<file path="config.mk">
export PLATFORM = sky130hd
export DESIGN_NAME = wtps_sqrt
export DESIGN_NICKNAME = d
export VERILOG_FILES = /design/src/hdl/wtps_pkg.sv /design/src/hdl/wtps_sqrt.sv
export SDC_FILE = /design/constraint.sdc
export NUM_CORES = 2
export LEC_CHECK = 0
export BUFFER_PORTS_ARGS = -buffer_cell sky130_fd_sc_hd__buf_4
export CAP_MARGIN = 20
export CORE_ASPECT_RATIO = 0.6
export CORE_UTILIZATION = 55
export CTS_CLUSTER_DIAMETER = 30
export DETAILED_ROUTE_END_ITERATION = 12
export PLACE_DENSITY = 0.8
export SYNTH_ARGS = -nofsm -noshare
export SYNTH_HDL_FRONTEND = slang
export SYNTH_SLANG_ARGS = --single-unit
</file>
<file path="constraint.sdc">
create_clock -name clk -period 6.35 [get_ports clk]
set_clock_uncertainty 0.05 [all_clocks]
set_input_delay 0.635 -clock clk [delete_from_list [all_inputs] [get_ports clk]]
set_output_delay 0.635 -clock clk [all_outputs]
set_load 0.05 [all_outputs]
</file>
<file path="src/hdl/wtps_pkg.sv">
// wtps_pkg: shared types, constants and arithmetic helpers of the w-term phase screen
// used by every module of the block; depends on nothing
package wtps_pkg;

    localparam int MAX_DIM     = 4096;
    localparam int OUT_BITS    = 16;
    localparam int IDX_W       = 12;
    localparam int SIZE_W      = 13;
    localparam int SPAN_W      = 12;
    localparam int D_W         = 13;
    localparam int SQRT_STAGES = 32;
    localparam int OUT_SH      = 33 - OUT_BITS;

    // register indexes on the configuration port
    localparam logic [2:0] REG_SIZE_X  = 3'd0;
    localparam logic [2:0] REG_SIZE_Y  = 3'd1;
    localparam logic [2:0] REG_STEP_L  = 3'd2;
    localparam logic [2:0] REG_STEP_M  = 3'd3;
    localparam logic [2:0] REG_W_VALUE = 3'd4;

    // 2*pi in Q3.29
    localparam logic [31:0] TWO_PI_Q29 = 32'd3373259426;

    // floor(2^32 / c) for the series divisors
    localparam logic [31:0] RECIP_6     = 32'd715827882;
    localparam logic [31:0] RECIP_24    = 32'd178956970;
    localparam logic [31:0] RECIP_120   = 32'd35791394;
    localparam logic [31:0] RECIP_720   = 32'd5965232;
    localparam logic [31:0] RECIP_5040  = 32'd852176;
    localparam logic [31:0] RECIP_40320 = 32'd106522;

    localparam logic [15:0] DIV_6     = 16'd6;
    localparam logic [15:0] DIV_24    = 16'd24;
    localparam logic [15:0] DIV_120   = 16'd120;
    localparam logic [15:0] DIV_720   = 16'd720;
    localparam logic [15:0] DIV_5040  = 16'd5040;
    localparam logic [15:0] DIV_40320 = 16'd40320;

    typedef struct packed {
        logic [IDX_W-1:0] x_index;
        logic [IDX_W-1:0] y_index;
    } in_word_t;

    typedef struct packed {
        logic signed [OUT_BITS-1:0] real_part;
        logic signed [OUT_BITS-1:0] imag_part;
        logic                       in_disc;
    } out_word_t;

    typedef struct packed {
        logic [SIZE_W-1:0]  size_x;
        logic [SIZE_W-1:0]  size_y;
        logic [31:0]        step_l;
        logic [31:0]        step_m;
        logic signed [31:0] w_value;
    } cfg_t;

    // sideband that follows a word through the trig stages
    typedef struct packed {
        logic [1:0] quad;
        logic       neg;
        logic       outside;
    } side_t;

    // clamped size minus one
    function automatic logic [SPAN_W-1:0] span_of(input logic [SIZE_W-1:0] size);
        logic [SPAN_W-1:0] s;
        if (size == '0)
            s = '0;
        else if (size > SIZE_W'(MAX_DIM))
            s = SPAN_W'(MAX_DIM - 1);
        else
            s = SPAN_W'(size - SIZE_W'(1));
        return s;
    endfunction

    // |2*idx - span|
    function automatic logic [D_W-1:0] offset_of(input logic [IDX_W-1:0] idx,
                                                 input logic [SPAN_W-1:0] span);
        logic [D_W-1:0] tw;
        logic [D_W-1:0] sp;
        tw = {idx, 1'b0};
        sp = {1'b0, span};
        return (tw >= sp) ? (tw - sp) : (sp - tw);
    endfunction

    // Q0.32 product, truncated
    function automatic logic [31:0] mulq(input logic [31:0] a, input logic [31:0] b);
        logic [63:0] p;
        p = a * b;
        return p[63:32];
    endfunction

    // quotient estimate, low by at most one
    function automatic logic [31:0] div_est(input logic [31:0] x, input logic [31:0] recip);
        logic [63:0] p;
        p = x * recip;
        return p[63:32];
    endfunction

    // one correction step of the estimate
    function automatic logic [31:0] div_fix(input logic [31:0] x, input logic [31:0] q,
                                            input logic [15:0] c);
        logic [47:0] m;
        logic [32:0] rem;
        m   = q * c;
        rem = {1'b0, x} - m[32:0];
        return (rem >= {17'd0, c}) ? (q + 32'd1) : q;
    endfunction

    // round half up to the output format and saturate
    function automatic logic [OUT_BITS-1:0] to_out(input logic [32:0] v);
        logic [33:0] s;
        logic [33:0] q;
        s = {1'b0, v} + (34'd1 << (OUT_SH - 1));
        q = s >> OUT_SH;
        if (q > 34'((34'd1 << (OUT_BITS - 1)) - 34'd1))
            q = 34'((34'd1 << (OUT_BITS - 1)) - 34'd1);
        return q[OUT_BITS-1:0];
    endfunction

endpackage

</file>
<file path="src/hdl/wtps_sqrt.sv">
// wtps_sqrt: pipelined restoring square root, one result bit per stage
// depends on wtps_pkg
module wtps_sqrt (
    input  logic        clk,
    input  logic        rst_n,
    input  logic        valid,
    input  logic [32:0] t_value,
    input  logic        outside,
    output logic        r_valid,
    output logic [31:0] root,
    output logic        full,
    output logic        r_outside
);

    localparam int N = wtps_pkg::SQRT_STAGES;

    logic        val_reg  [1:N];
    logic [33:0] rem_reg  [1:N];
    logic [31:0] root_reg [1:N];
    logic [31:0] rad_reg  [1:N];
    logic        full_reg [1:N];
    logic        out_reg  [1:N];

    genvar g;
    generate
        for (g = 0; g < N; g++)
        begin : g_stage
            logic        val_in;
            logic [33:0] rem_in;
            logic [31:0] root_in;
            logic [31:0] rad_in;
            logic        full_in;
            logic        out_in;
            logic [35:0] rem_sh;
            logic [35:0] trial;
            logic [33:0] rem_next;
            logic [31:0] root_next;

            // stage input: from the ports or the previous stage
            if (g == 0)
            begin : g_first
                always_comb
                begin
                    val_in  = valid;
                    rem_in  = '0;
                    root_in = '0;
                    rad_in  = t_value[31:0];
                    full_in = t_value[32];
                    out_in  = outside;
                end
            end
            else
            begin : g_next
                always_comb
                begin
                    val_in  = val_reg[g];
                    rem_in  = rem_reg[g];
                    root_in = root_reg[g];
                    rad_in  = rad_reg[g];
                    full_in = full_reg[g];
                    out_in  = out_reg[g];
                end
            end

            // one trial subtraction
            always_comb
            begin
                rem_sh = {rem_in, rad_in[31:30]};
                trial  = {2'b00, root_in, 2'b01};
                if (rem_sh >= trial)
                begin
                    rem_next  = 34'(rem_sh - trial);
                    root_next = {root_in[30:0], 1'b1};
                end
                else
                begin
                    rem_next  = rem_sh[33:0];
                    root_next = {root_in[30:0], 1'b0};
                end
            end

            always_ff @(posedge clk or negedge rst_n)
            begin
                if (!rst_n)
                    val_reg[g+1] <= 1'b0;
                else
                    val_reg[g+1] <= val_in;
            end

            always_ff @(posedge clk)
            begin
                rem_reg[g+1]  <= rem_next;
                root_reg[g+1] <= root_next;
                rad_reg[g+1]  <= {rad_in[29:0], 2'b00};
                full_reg[g+1] <= full_in;
                out_reg[g+1]  <= out_in;
            end
        end
    endgenerate

    assign r_valid   = val_reg[N];
    assign root      = root_reg[N];
    assign full      = full_reg[N];
    assign r_outside = out_reg[N];

endmodule

</file>
After elaboration in Yosys (flattened, before gate mapping). Memory sizes are Yosys's and may differ from the RTL's. Index checks and enable logic that the tools add are counted.

Register bits after elaboration: 32. Bits in writable memories: 3136. Input port bits: 37. Output and inout bits: 35. Logic and storage cells: 165. Memories kept: 5.

Memory list: rem_reg (depth 32, width 34, rd ports 31, clocked after memory_dff 0, wr ports 32, line wtps_sqrt.sv:18) `logic [33:0] rem_reg [1:N];`; root_reg (depth 32, width 32, rd ports 32, clocked after memory_dff 0, wr ports 32, line wtps_sqrt.sv:19) `logic [31:0] root_reg [1:N];`; rad_reg (depth 32, width 30, rd ports 31, clocked after memory_dff 0, wr ports 32, line wtps_sqrt.sv:20) `logic [31:0] rad_reg [1:N];`; full_reg (depth 32, width 1, rd ports 32, clocked after memory_dff 0, wr ports 32, line wtps_sqrt.sv:21) `logic full_reg [1:N];`; out_reg (depth 32, width 1, rd ports 32, clocked after memory_dff 0, wr ports 32, line wtps_sqrt.sv:22) `logic out_reg [1:N];`.

Add/subtract/negate cells: 32. Magnitude comparators: 32. Mux-type cells: 64.

Operators by type and width (count): greater-or-equal comparator 36 x 34 -> 1 bit (31); 2-to-1 mux 34 bit (32); subtractor 34 bit (31); 2-to-1 mux 1 bit (32); subtractor 2 x 1 -> 3 bit (second input constant) (1); greater-or-equal comparator 2 x 1 -> 1 bit (second input constant) (1).

Longest topological paths before layout. An unclocked memory read counts as a cell.

Depth after elaboration: 3. Gate-level depth with buffers: 15. Depth with buffers taken out: 13.

Worst setup path after synthesis. Ideal clock, no wire load.

Path kind: register to register. Start: reg rem_reg[0][884] (netlist name). End: reg rem_reg[0][937] (netlist name). Setup time: 123 ps. Data arrival time: 3304 ps. Data required time: 6177 ps. Setup slack: 2873 ps. Stages on the path, launching flop included: 14. Buffers on the path: 2. Clock period less this slack: 3477 ps. Cell sequence: dfxtp_1 -> ha_1 -> fa_1 -> a21o_1 -> a21oi_1 -> nand3b_1 -> nand3_1 -> o21ai_1 -> o21bai_1 -> a221o_1 -> or3b_1 -> buf_2 -> buf_2 -> mux2_1.

==> results.cfg <==
[logic_synthesis]
synth_xor_area_share_pct = 9.16
synth_flop_cell = dfxtp_1
synth.distinct_cells = 94
syn_nets = 8566
syn_inst = 7983
synth_edf_count = 0
netlist_area_sq_um = 76500
syn_avg_cell_area_sq_um = 9.58
synth_compound_area_share_pct = 13.6
yosysSeqAreaShare_pct = 48.7
yosysWarningCount = 0
ys_seq_elements = 1852
synth.area.mux_share_pct = 1.33
synth-adder-area-share_pct = 9.08
synthArstFlopShare_pct = 1.73
synth-simple-area-share_pct = 14.0
synth_top_family_by_area = simple AND/OR/NAND/NOR gates

[cts]
cts_tree = yes
cts_root_buffer = clkbuf_16
cts_setup_buffers = 0
postCtsResizedCells = 0
numCtsBuffers = 230
clkSinkCount = 1852
clk_latency_ns = 0.86
ctsHoldBuffers = 37
path_clk_slew_ns = 0.06
htree_num_levels = 4
clockBufferDepth = 3

[worst_setup_path]
arrival_ns = 5.29
crit_path_cell_trace = ha_1, fa_1, a21o_1, a21oi_1, nand3b_1, nand3_1, o21ai_1, o21bai_1, a221o_1, or3b_1, buf_4, mux2_1
slowest_delay_ns = 0.61
path_class = reg2reg
cp.depth = 12
cpLargestDelayFamily = compound AO/OA/AOI/OAI gates
reg2regPathDepth = 12
crit_fanout = 21
start_kind = flop
slowest_stage = o21ai_1
worstPathRequired_ns = 7.02
cp.buffers_inverters = 1
endpoint_kind = flop

[timing]
finalCriticalPeriod_ns = 4.62
slew_violations = 0
setup-violations-final = 0
fmax_mhz = 216
worst_pin_slew_ns = 1.36
final.period_utilization_pct = 72.8
rsz0062_at_grt = no
relSlewSlack_pct = 8.35
hold_viol_final = 0
holdWs_ns = 0.234
tns_ns = 0

[placement]
dp_hpwl_um = 158000
numPortBuffers = 71
gp_congestion = 1.01

[die]
die_area_sq_um = 141000
coreArea_sq_um = 137000
start_util_pct = 55.7
rows = 105
io_pins = 72
die_h_um = 291
die_x_um = 484

[route]
detail-route-antenna-nets = 0
routed-via-count = 59120
wl_um = 207000
drt_iter0_markers = 6767
vias_per_cell = 5.77
drc = 0
wl_per_cell_um = 20.2
first_pass_iters = 6

[power_and_ir_drop]
p_leak_nw = 41.6
irDropWorstVdd_v = 0.000265
p_per_area_nw_per_um2 = 403

[cells_and_area]
area_growth_pct = 14.7
nNetsFinal = 8794
drive_gt1_share_pct = 7.85
largest_reg_flops = 988

[global_routing]
antenna_found_initial = 9
grt_max_degree = 54
grt_util_all_layers_pct = 28.8
grt_pass1_vias = 54121
overflow = 0
grt_first_pass_wirelength_um = 317000

[run_status]
run_status = complete, no violations

[flow_run]
cap_viol_max_count = 0

[min_path]
hold_path.class = in2async
-- worst paths after layout --
kind                       slack (ns)                end             from
max                              1.73    rem_reg[0][925]  rem_reg[0][884]
min                              0.23            r_valid            rst_n
max reg2reg                      1.73    rem_reg[0][925]  rem_reg[0][884]
min reg2reg                      0.26    rad_reg[0][448]  rad_reg[0][416]
max in group asynchronous        5.70  g_stage[3].val_in            rst_n
min in group clk                 0.26    rad_reg[0][448]  rad_reg[0][416]
-- where the power goes --
group / total (W) / switching [W] / internal [W]
logic: 0.00595 / 0.00338 / 0.00257
registers: 0.0158 / 0.00213 / 0.0137
clock network: 0.0137 / 0.00576 / 0.00791
total: 0.0354 / 0.0113 / 0.0241
-- Yosys cell counts (87+ instances only) --
library cell / count / area [sq um]
ha_1: 531 / 6640
nor3_1: 224 / 1120
or3_1: 87 / 544
inv_1: 677 / 2540
a21o_1: 217 / 1630
nand2_1: 604 / 2270
xor2_1: 387 / 3390
a21oi_1: 509 / 2550
dfxtp_1: 1820 / 36400
o21ai_0: 477 / 2390
nor2_1: 463 / 1740
xnor2_1: 413 / 3620
nand2b_1: 112 / 701
o21a_1: 94 / 706
clkbuf_1: 120 / 450
nor4_1: 115 / 719
nand3_1: 140 / 701
-- stage by stage --
stage	std cells	utilization [%]	cell area, sq um	total power, W	setup slack [ns]
4_1_cts	10230	63.9	87700	0.0352	1.81
2_1_floorplan	7983	-	76500	0.0193	2.87
3_5_place_dp	9754	57.6	79000	0.0215	1.87
3_3_place_gp	9754	57.6	79000	0.0213	1.96
5_1_grt	10237	63.9	87800	0.0368	1.53
6_report	10239	64.0	87800	0.0354	1.73
-- layout by cell type, fill, tap and decap left out, types with 26 or more instances in the layout --
cell / count
ha_1: 531
nand2b_1: 112
nor2b_1: 81
or4_1: 48
inv_6: 45
and2_1: 31
a211oi_1: 44
a21oi_1: 508
a31oi_1: 39
nor2_1: 463
o21a_1: 94
xnor2_1: 413
dlygate4sd3_1: 37
inv_1: 677
nor3_1: 221
nand2_1: 604
o21bai_1: 51
mux2_2: 56
nand3_1: 140
a21o_1: 217
nand4_1: 71
clkbuf_16: 231
mux2_1: 32
nor4_1: 114
dfxtp_1: 1820
buf_4: 94
and3_1: 52
o21ai_0: 477
o31ai_1: 51
xor2_1: 387
or2_2: 31
inv_8: 26
o211ai_1: 26
nand3b_1: 32
dfrtp_1: 32
or3_1: 87
-- layout make-up --
cell class                 count  area, sq um
fill                       10639        49500
multi-input combinational   5305        36300
clock buffer                 261         6070
antenna                        2         5.00
clock inverter               178         2210
inverter                     685         2570
tap                         1819         2280
timing repair buffer         137         1160
sequential                  1852        37200
-- logic make-up after synthesis --
| group | Yosys count |
|---|---|
| AND/OR/NAND/NOR | 2170 |
| flip-flops | 1852 |
| AO/OA/AOI/OAI | 1697 |
| buffers and inverters | 826 |
| XOR/XNOR | 800 |
| adder cells (fa/ha/maj) | 546 |
| multiplexers | 91 |
| other | 1 |
-- routing by layer --
| metal | GRT usage [%] | vias up | wire length, um |
|---|---|---|---|
| li1 | - | 27988 | - |
| met1 | 47.8 | 27875 | 105000 |
| met4 | 5.47 | 5 | 2360 |
| met2 | 32.5 | 3010 | 68200 |
| met5 | 0.977 | - | 228 |
| met3 | 11.4 | 242 | 31400 |
(Power assumes the default switching activity.)
