### src/hdl/wtps_pkg.sv
// wtps_pkg: shared types, constants and arithmetic helpers of the w-term phase screen
// used by every module of the block; depends on nothing
package wtps_pkg;

    localparam int MAX_DIM     = 4096;
    localparam int OUT_BITS    = 16;
    localparam int IDX_W       = 12;
    localparam int SIZE_W      = 13;
    localparam int SPAN_W      = 12;
    localparam int D_W         = 13;
    localparam int SQRT_STAGES = 32;
    localparam int OUT_SH      = 33 - OUT_BITS;

    // register indexes on the configuration port
    localparam logic [2:0] REG_SIZE_X  = 3'd0;
    localparam logic [2:0] REG_SIZE_Y  = 3'd1;
    localparam logic [2:0] REG_STEP_L  = 3'd2;
    localparam logic [2:0] REG_STEP_M  = 3'd3;
    localparam logic [2:0] REG_W_VALUE = 3'd4;

    // 2*pi in Q3.29
    localparam logic [31:0] TWO_PI_Q29 = 32'd3373259426;

    // floor(2^32 / c) for the series divisors
    localparam logic [31:0] RECIP_6     = 32'd715827882;
    localparam logic [31:0] RECIP_24    = 32'd178956970;
    localparam logic [31:0] RECIP_120   = 32'd35791394;
    localparam logic [31:0] RECIP_720   = 32'd5965232;
    localparam logic [31:0] RECIP_5040  = 32'd852176;
    localparam logic [31:0] RECIP_40320 = 32'd106522;

    localparam logic [15:0] DIV_6     = 16'd6;
    localparam logic [15:0] DIV_24    = 16'd24;
    localparam logic [15:0] DIV_120   = 16'd120;
    localparam logic [15:0] DIV_720   = 16'd720;
    localparam logic [15:0] DIV_5040  = 16'd5040;
    localparam logic [15:0] DIV_40320 = 16'd40320;

    typedef struct packed {
        logic [IDX_W-1:0] x_index;
        logic [IDX_W-1:0] y_index;
    } in_word_t;

    typedef struct packed {
        logic signed [OUT_BITS-1:0] real_part;
        logic signed [OUT_BITS-1:0] imag_part;
        logic                       in_disc;
    } out_word_t;

    typedef struct packed {
        logic [SIZE_W-1:0]  size_x;
        logic [SIZE_W-1:0]  size_y;
        logic [31:0]        step_l;
        logic [31:0]        step_m;
        logic signed [31:0] w_value;
    } cfg_t;

    // sideband that follows a word through the trig stages
    typedef struct packed {
        logic [1:0] quad;
        logic       neg;
        logic       outside;
    } side_t;

    // clamped size minus one
    function automatic logic [SPAN_W-1:0] span_of(input logic [SIZE_W-1:0] size);
        logic [SPAN_W-1:0] s;
        if (size == '0)
            s = '0;
        else if (size > SIZE_W'(MAX_DIM))
            s = SPAN_W'(MAX_DIM - 1);
        else
            s = SPAN_W'(size - SIZE_W'(1));
        return s;
    endfunction

    // |2*idx - span|
    function automatic logic [D_W-1:0] offset_of(input logic [IDX_W-1:0] idx,
                                                 input logic [SPAN_W-1:0] span);
        logic [D_W-1:0] tw;
        logic [D_W-1:0] sp;
        tw = {idx, 1'b0};
        sp = {1'b0, span};
        return (tw >= sp) ? (tw - sp) : (sp - tw);
    endfunction

    // Q0.32 product, truncated
    function automatic logic [31:0] mulq(input logic [31:0] a, input logic [31:0] b);
        logic [63:0] p;
        p = a * b;
        return p[63:32];
    endfunction

    // quotient estimate, low by at most one
    function automatic logic [31:0] div_est(input logic [31:0] x, input logic [31:0] recip);
        logic [63:0] p;
        p = x * recip;
        return p[63:32];
    endfunction

    // one correction step of the estimate
    function automatic logic [31:0] div_fix(input logic [31:0] x, input logic [31:0] q,
                                            input logic [15:0] c);
        logic [47:0] m;
        logic [32:0] rem;
        m   = q * c;
        rem = {1'b0, x} - m[32:0];
        return (rem >= {17'd0, c}) ? (q + 32'd1) : q;
    endfunction

    // round half up to the output format and saturate
    function automatic logic [OUT_BITS-1:0] to_out(input logic [32:0] v);
        logic [33:0] s;
        logic [33:0] q;
        s = {1'b0, v} + (34'd1 << (OUT_SH - 1));
        q = s >> OUT_SH;
        if (q > 34'((34'd1 << (OUT_BITS - 1)) - 34'd1))
            q = 34'((34'd1 << (OUT_BITS - 1)) - 34'd1);
        return q[OUT_BITS-1:0];
    endfunction

endpackage

### src/hdl/wtps_phase.sv
// wtps_phase: w times (1 - n), wrap to turns, octant reduction and scaling to radians
// depends on wtps_pkg
module wtps_phase (
    input  logic               clk,
    input  logic               rst_n,
    input  logic               valid,
    input  logic [31:0]        root,
    input  logic               full,
    input  logic               outside,
    input  logic signed [31:0] w_value,
    output logic               th_valid,
    output logic [31:0]        theta,
    output wtps_pkg::side_t    side
);

    logic        v1_reg, v2_reg, v3_reg, v4_reg;
    logic        o1_reg, o2_reg;
    logic [32:0] e_reg;
    logic [39:0] prod_reg;
    logic [29:0] res_reg;
    logic [31:0] th_reg;
    wtps_pkg::side_t side3_reg, side4_reg;

    logic signed [65:0] prod_next;
    logic [39:0]        turn_next;
    logic [31:0]        ang_next;
    logic [29:0]        resraw_next;
    logic               neg_next;
    logic [61:0]        thp_next;

    always_ff @(posedge clk or negedge rst_n)
    begin
        if (!rst_n)
        begin
            v1_reg <= 1'b0;
            v2_reg <= 1'b0;
            v3_reg <= 1'b0;
            v4_reg <= 1'b0;
        end
        else
        begin
            v1_reg <= valid;
            v2_reg <= v1_reg;
            v3_reg <= v2_reg;
            v4_reg <= v3_reg;
        end
    end

    // phase product, negation and octant fold
    always_comb
    begin
        prod_next   = w_value * $signed({1'b0, e_reg});
        turn_next   = 40'd0 - prod_reg;
        ang_next    = turn_next[39:8] + 32'h2000_0000;
        resraw_next = ang_next[29:0];
        neg_next    = resraw_next < 30'h2000_0000;
        thp_next    = res_reg * wtps_pkg::TWO_PI_Q29;
    end

    always_ff @(posedge clk)
    begin
        e_reg             <= full ? 33'd0 : (33'h1_0000_0000 - {1'b0, root});
        o1_reg            <= outside;
        prod_reg          <= prod_next[39:0];
        o2_reg            <= o1_reg;
        res_reg           <= neg_next ? (30'h2000_0000 - resraw_next)
                                      : (resraw_next - 30'h2000_0000);
        side3_reg.quad    <= ang_next[31:30];
        side3_reg.neg     <= neg_next;
        side3_reg.outside <= o2_reg;
        th_reg            <= thp_next[60:29];
        side4_reg         <= side3_reg;
    end

    assign th_valid = v4_reg;
    assign theta    = th_reg;
    assign side     = side4_reg;

endmodule

### config.mk
export PLATFORM = sky130hd
export DESIGN_NAME = wtps_phase
export DESIGN_NICKNAME = d
export VERILOG_FILES = /design/src/hdl/wtps_pkg.sv /design/src/hdl/wtps_phase.sv
export SDC_FILE = /design/constraint.sdc
export NUM_CORES = 2
export LEC_CHECK = 0
export ABC_AREA = 1
export BUFFER_PORTS_ARGS = -buffer_cell sky130_fd_sc_hd__buf_2
export CORE_ASPECT_RATIO = 1.1
export CORE_MARGIN = 2
export CORE_UTILIZATION = 30
export CTS_CLUSTER_DIAMETER = 80
export CTS_CLUSTER_SIZE = 30
export DETAILED_ROUTE_END_ITERATION = 8
export GPL_TIMING_DRIVEN = 0
export HOLD_SLACK_MARGIN = 0.05
export PLACE_DENSITY_LB_ADDON = 0.1
export SLEW_MARGIN = 10
export SYNTH_ARGS = -nofsm -noshare
export SYNTH_HDL_FRONTEND = slang
export SYNTH_SLANG_ARGS = --single-unit
export TNS_END_PERCENT = 20
### constraint.sdc
create_clock -name clk -period 6.9 [get_ports clk]
set_input_delay 1.035 -clock clk [delete_from_list [all_inputs] [get_ports clk]]
set_output_delay 1.035 -clock clk [all_outputs]
set_load 0.005 [all_outputs]
Word-level counts from Yosys, hierarchy flattened
Index checks and enable logic that the tools add are counted.

Bits in registers: 149.

Add/subtract/negate cells: 5. Multipliers: 2. Order comparisons: 1. Mux-type cells: 1.

Operators with widths (number): 30-bit by 31-bit multiplier with 60-bit output, second input constant (1); 32-bit by 34-bit multiplier with 40-bit output (1); 1-bit by 40-bit subtractor with 40-bit output, first input constant (1); 33-bit by 32-bit subtractor with 33-bit output, first input constant (1); 32-bit by 30-bit adder with 32-bit output, second input constant (1); 30-bit less-than comparator, second input constant (1); 30-bit 2-to-1 mux (1); 30-bit subtractor, first input constant (1); 30-bit subtractor, second input constant (1).

Depth between registers and ports, before layout
Depth in word-level cells: 4. Gate-level depth with buffers: 34.

Worst setup path before layout
OpenSTA, ideal clock, no wires.

Kind: input-to-reg. Start point: input port w_value[3]. End point: register prod_reg[31]. Setup time: 0.112 ns. Data arrival time: 7.209 ns. Required time: 6.788 ns. Slack: -0.422 ns. Cell stages on the path: 28. Cell sequence: clkbuf_1 clkbuf_1 nand2_1 inv_1 fa_1 fa_1 inv_1 fa_1 fa_1 inv_1 fa_1 inv_1 fa_1 inv_1 fa_1 fa_1 ha_1 nand2_1 nor2_1 inv_1 nor2_1 inv_1 o21ai_0 a21oi_1 o21ai_0 nand2_1 nand3_1 nand2_1.

Cells in the longest elaborated chain, start to end: 1.

Ends and longest elaborated chain: start: declaration (RTL line wtps_phase.sv:10) `input logic signed [31:0] w_value,`; 32-bit by 34-bit multiplier with 40-bit output (RTL line wtps_phase.sv:52) `prod_next = w_value * $signed({1'b0, e_reg});`; via prod_next[31] (RTL line wtps_phase.sv:24) `logic signed [65:0] prod_next;`; end signal: assignment (RTL line wtps_phase.sv:64) `prod_reg <= prod_next[39:0];`; end: declaration (RTL line wtps_phase.sv:19) `logic [39:0] prod_reg;`.

The timed path passes the listed nets, and every way through them passes these cells. A chain may end at the register's enable or synchronous reset.

Worst setup path after layout
Start point: input port w_value[2]. End point: register prod_reg[26].

Same word-level chain as after synthesis.

==> flow_summary_export.csv <==
group,metric,value,unit
grt,first_pass_grt_wire_length,260000,um
drt,routed_via_density,4.45,
worst_setup_path,timing.critical_path.to_type,"flip-flop",
flow_run,cap_violations,0,
synth,synth.ff_latch_count,149,
timing,grt_setup_unrepaired,"true",
timing,slew_headroom,0.476,
grt,grt_util_all_layers,0.228,
cells_and_area,final-seq-area,3110,um2
cells_and_area,multiInputGateArea,36400,um2
clock_tree,clock_latency,0.55,ns
grt,grt.overflow.total,0,
cells_and_area,largest_register_ff_count,40,
worst_setup_path,worstPathMaxFanout,10,
cells_and_area,nNetsFinal,7565,
clock_tree,cts.path.max_buffers,2,
drt,detail_route.drc_violations,0,
timing,maximum_clock_frequency,0.144,GHz
drt,drt_first_pass_iters,5,
drt,detailedRoute.firstIterationViolations,1812,
worst_setup_path,critical_path.startpoint_type,"input port",
cells_and_area,antenna-diode-count,0,
floorplan,core_area,152000,um2
place,place_congestion,0.910,
synth,synth_area_leader_cell,"sky130_fd_sc_hd__fa_1",
clock_tree,cts_root_buffer,"sky130_fd_sc_hd__clkbuf_16",
clock_tree,clock_transition_at_path_regs,0.07,ns
place,hpwlAfterDp,150000,um
synth,synthesis.yosys.warnings,0,
worst_setup_path,crit_required,7.36,ns
cells_and_area,syn2layout_area_growth,14.3,%
synth,synthesis.area_per_instance,7.91,um2
grt,antenna_found_initial,2,
worst_setup_path,crit_path_class,"in -> reg",
timing,slew_violations,0,
cells_and_area,fillCellCount,16400,
timing,count_of_final_hold_check_violations,0,
clock_tree,clkSinkCount,149,
synth,post_synth_main_area_contributors,"sky130_fd_sc_hd__fa_1 (42%), sky130_fd_sc_hd__inv_1 (15%), sky130_fd_sc_hd__ha_1 (14%), sky130_fd_sc_hd__nand2_1 (10%), sky130_fd_sc_hd__dfxtp_1 (6.3%)",
drt,postRouteAntennaNets,0,
timing,final.setup_skew,0.0341,ns
synth,synth_enable_flop_cells,0,
clock_tree,tritoncts_clock_tree,"built",
synth,synth.cell_area,46200,um2
floorplan,total_die_area,157000,um2
synth,synthDistinctLibCells,49,
synth,postSynthNetCount,7387,
cells_and_area,core_util_final,0.346,
timing,final-setup-viol-count,2,
synth,synth-async-reset-ratio,0.0268,
clock_tree,cts_buffers,17,
drt,detailroute.via_count,35900,
floorplan,floorplan.rows,150,
outcome,failed_checks,"setup timing",
floorplan,die_width,378,um
synth,netlist.area_leader.share,0.418,
clock_tree,ctsHoldBuffers,0,
drt,drt-total-wl,174000,um
cells_and_area,drive_gt1_frac,0.105,
outcome,status,"complete, but fails checks",
grt,grt_pass1_vias,39800,
timing,totalNegativeSetupSlack,-0.0408,ns
timing,finalCriticalPeriod,6.93,ns
synth,synth-seq-area-share,0.0651,
synth,ys_dominant_reg_cell,"sky130_fd_sc_hd__dfxtp_1",
worst_setup_path,worst_ep_arrival_time,7.38,ns
floorplan,floorplan.initialDensity,0.303,
floorplan,floorplan.die.height,415,um
timing,post-route-period-util,1.00,
timing,tightest_slew,0.787,ns
place,numPortBuffers,90,
drt,drt-wirelength-per-cell,21.6,um
grt,grt_start_max_net_pins,18,
floorplan,io_pins,106,
timing,fin_ws,-0.0253,ns
synth,netlist_instances,5832,
min_path,hp-class,"in -> async",
clock_tree,htree_num_levels,4,
metal layers:
metal / part of all wire / vias to the layer above / GRT usage
met5: 0 / - / 0
met4: 0.053 / 0 / 0.0968
met3: 0.030 / 180 / 0.0180
met2: 0.52 / 657 / 0.420
met1: 0.40 / 18000 / 0.270
li1: - / 17000 / -
what timing repair did:
| action | CTS | global route |
|---|---|---|
| gates resized for setup | 448 | 290 |
| gates cloned | 5 | 3 |
| pin swaps | 16 | 88 |
| setup endpoints to repair | 59 | 47 |
| buffers inserted | 27 | 50 |
logic make-up after synthesis:
| family | count (synthesis) | share of synthesized area |
|---|---|---|
| buf+inv | 2029 | 0.165 |
| simple gates | 1757 | 0.153 |
| fa+ha+maj | 1486 | 0.560 |
| compound gates | 301 | 0.0358 |
| flops | 149 | 0.0651 |
| xor+xnor | 110 | 0.0214 |
Yosys cell counts, drive strengths merged (13+ instances only):
library cell and number:
nand3 108, clkbuf 142, o21ai 108, inv 1866, fa 964, nor3 35
ha 522, nor2 283, nand2 1267, dfxtp 145, nor4 15, a21o 13
xor2 75, xnor2 35, a21oi 131, buf 18, nand4 32
worst max-delay path: stages:
cell	delay [ns]
sky130_fd_sc_hd__clkbuf_16	0.16
sky130_fd_sc_hd__clkbuf_16	0.20
sky130_fd_sc_hd__nand2_1	0.07
sky130_fd_sc_hd__inv_1	0.06
sky130_fd_sc_hd__fa_1	0.57
sky130_fd_sc_hd__fa_1	0.42
sky130_fd_sc_hd__inv_1	0.09
sky130_fd_sc_hd__fa_2	0.48
sky130_fd_sc_hd__fa_1	0.55
sky130_fd_sc_hd__inv_1	0.05
sky130_fd_sc_hd__fa_1	0.48
sky130_fd_sc_hd__fa_1	0.56
sky130_fd_sc_hd__fa_1	0.45
sky130_fd_sc_hd__fa_1	0.52
sky130_fd_sc_hd__ha_4	0.36
sky130_fd_sc_hd__nand2_1	0.11
sky130_fd_sc_hd__nor2_2	0.15
sky130_fd_sc_hd__inv_1	0.07
sky130_fd_sc_hd__nor2_2	0.13
sky130_fd_sc_hd__inv_1	0.08
sky130_fd_sc_hd__a21oi_1	0.20
sky130_fd_sc_hd__or2_2	0.17
sky130_fd_sc_hd__a21oi_2	0.05
sky130_fd_sc_hd__o21ai_1	0.17
sky130_fd_sc_hd__xor2_1	0.15
cell type report:
cell class,instances,area share
inverter,1869,0.133
timing repair buffer,175,0.0230
clock inverter,14,0.00349
clock buffer,18,0.00832
tap,2052,0.0487
sequential,149,0.0590
multi-input combinational,3654,0.691
buffer,144,0.0334
per-stage QoR:
stage                     setup WS (ns)  hold slack (ns)  cell area, um2  instances
after floorplan                 -0.0325            0.310           46300       5832
after global placement            -2.28            0.311           49400       7974
after detailed placement          -2.15            0.315           49400       7974
after CTS                       -0.0328            0.246           51600       8023
after global routing             -0.154            0.269           52800       8075
final                           -0.0253            0.289           52800       8075
final timing paths:
kind	depth (start not counted)	end	start	slack, ns
worst max register to register	21	prod_reg[38]	e_reg[3]	0.04
worst min register to register	0	o2_reg	o1_reg	0.33
worst min-delay path	1	v1_reg	rst_n	0.29
min in group clk	0	o2_reg	o1_reg	0.33
worst max-delay path	25	prod_reg[26]	w_value[2]	-0.03
max in group asynchronous	1	v2_reg	rst_n	6.49
layout by cell type, fill, tap and decap left out, types with 70 or more instances in the layout:
cell type / count
sky130_fd_sc_hd__nor2_1: 248
sky130_fd_sc_hd__fa_1: 930
sky130_fd_sc_hd__xor2_1: 70
sky130_fd_sc_hd__inv_1: 1839
sky130_fd_sc_hd__nand2_1: 1233
sky130_fd_sc_hd__o21ai_0: 71
sky130_fd_sc_hd__nand3_1: 99
sky130_fd_sc_hd__ha_1: 492
sky130_fd_sc_hd__dfxtp_1: 106
sky130_fd_sc_hd__a21oi_1: 105
sky130_fd_sc_hd__buf_2: 86
sky130_fd_sc_hd__buf_4: 94
Power is left out: the tool's default activity adds up to more than one toggle a clock period on the data nets, which glitch-free logic cannot reach.
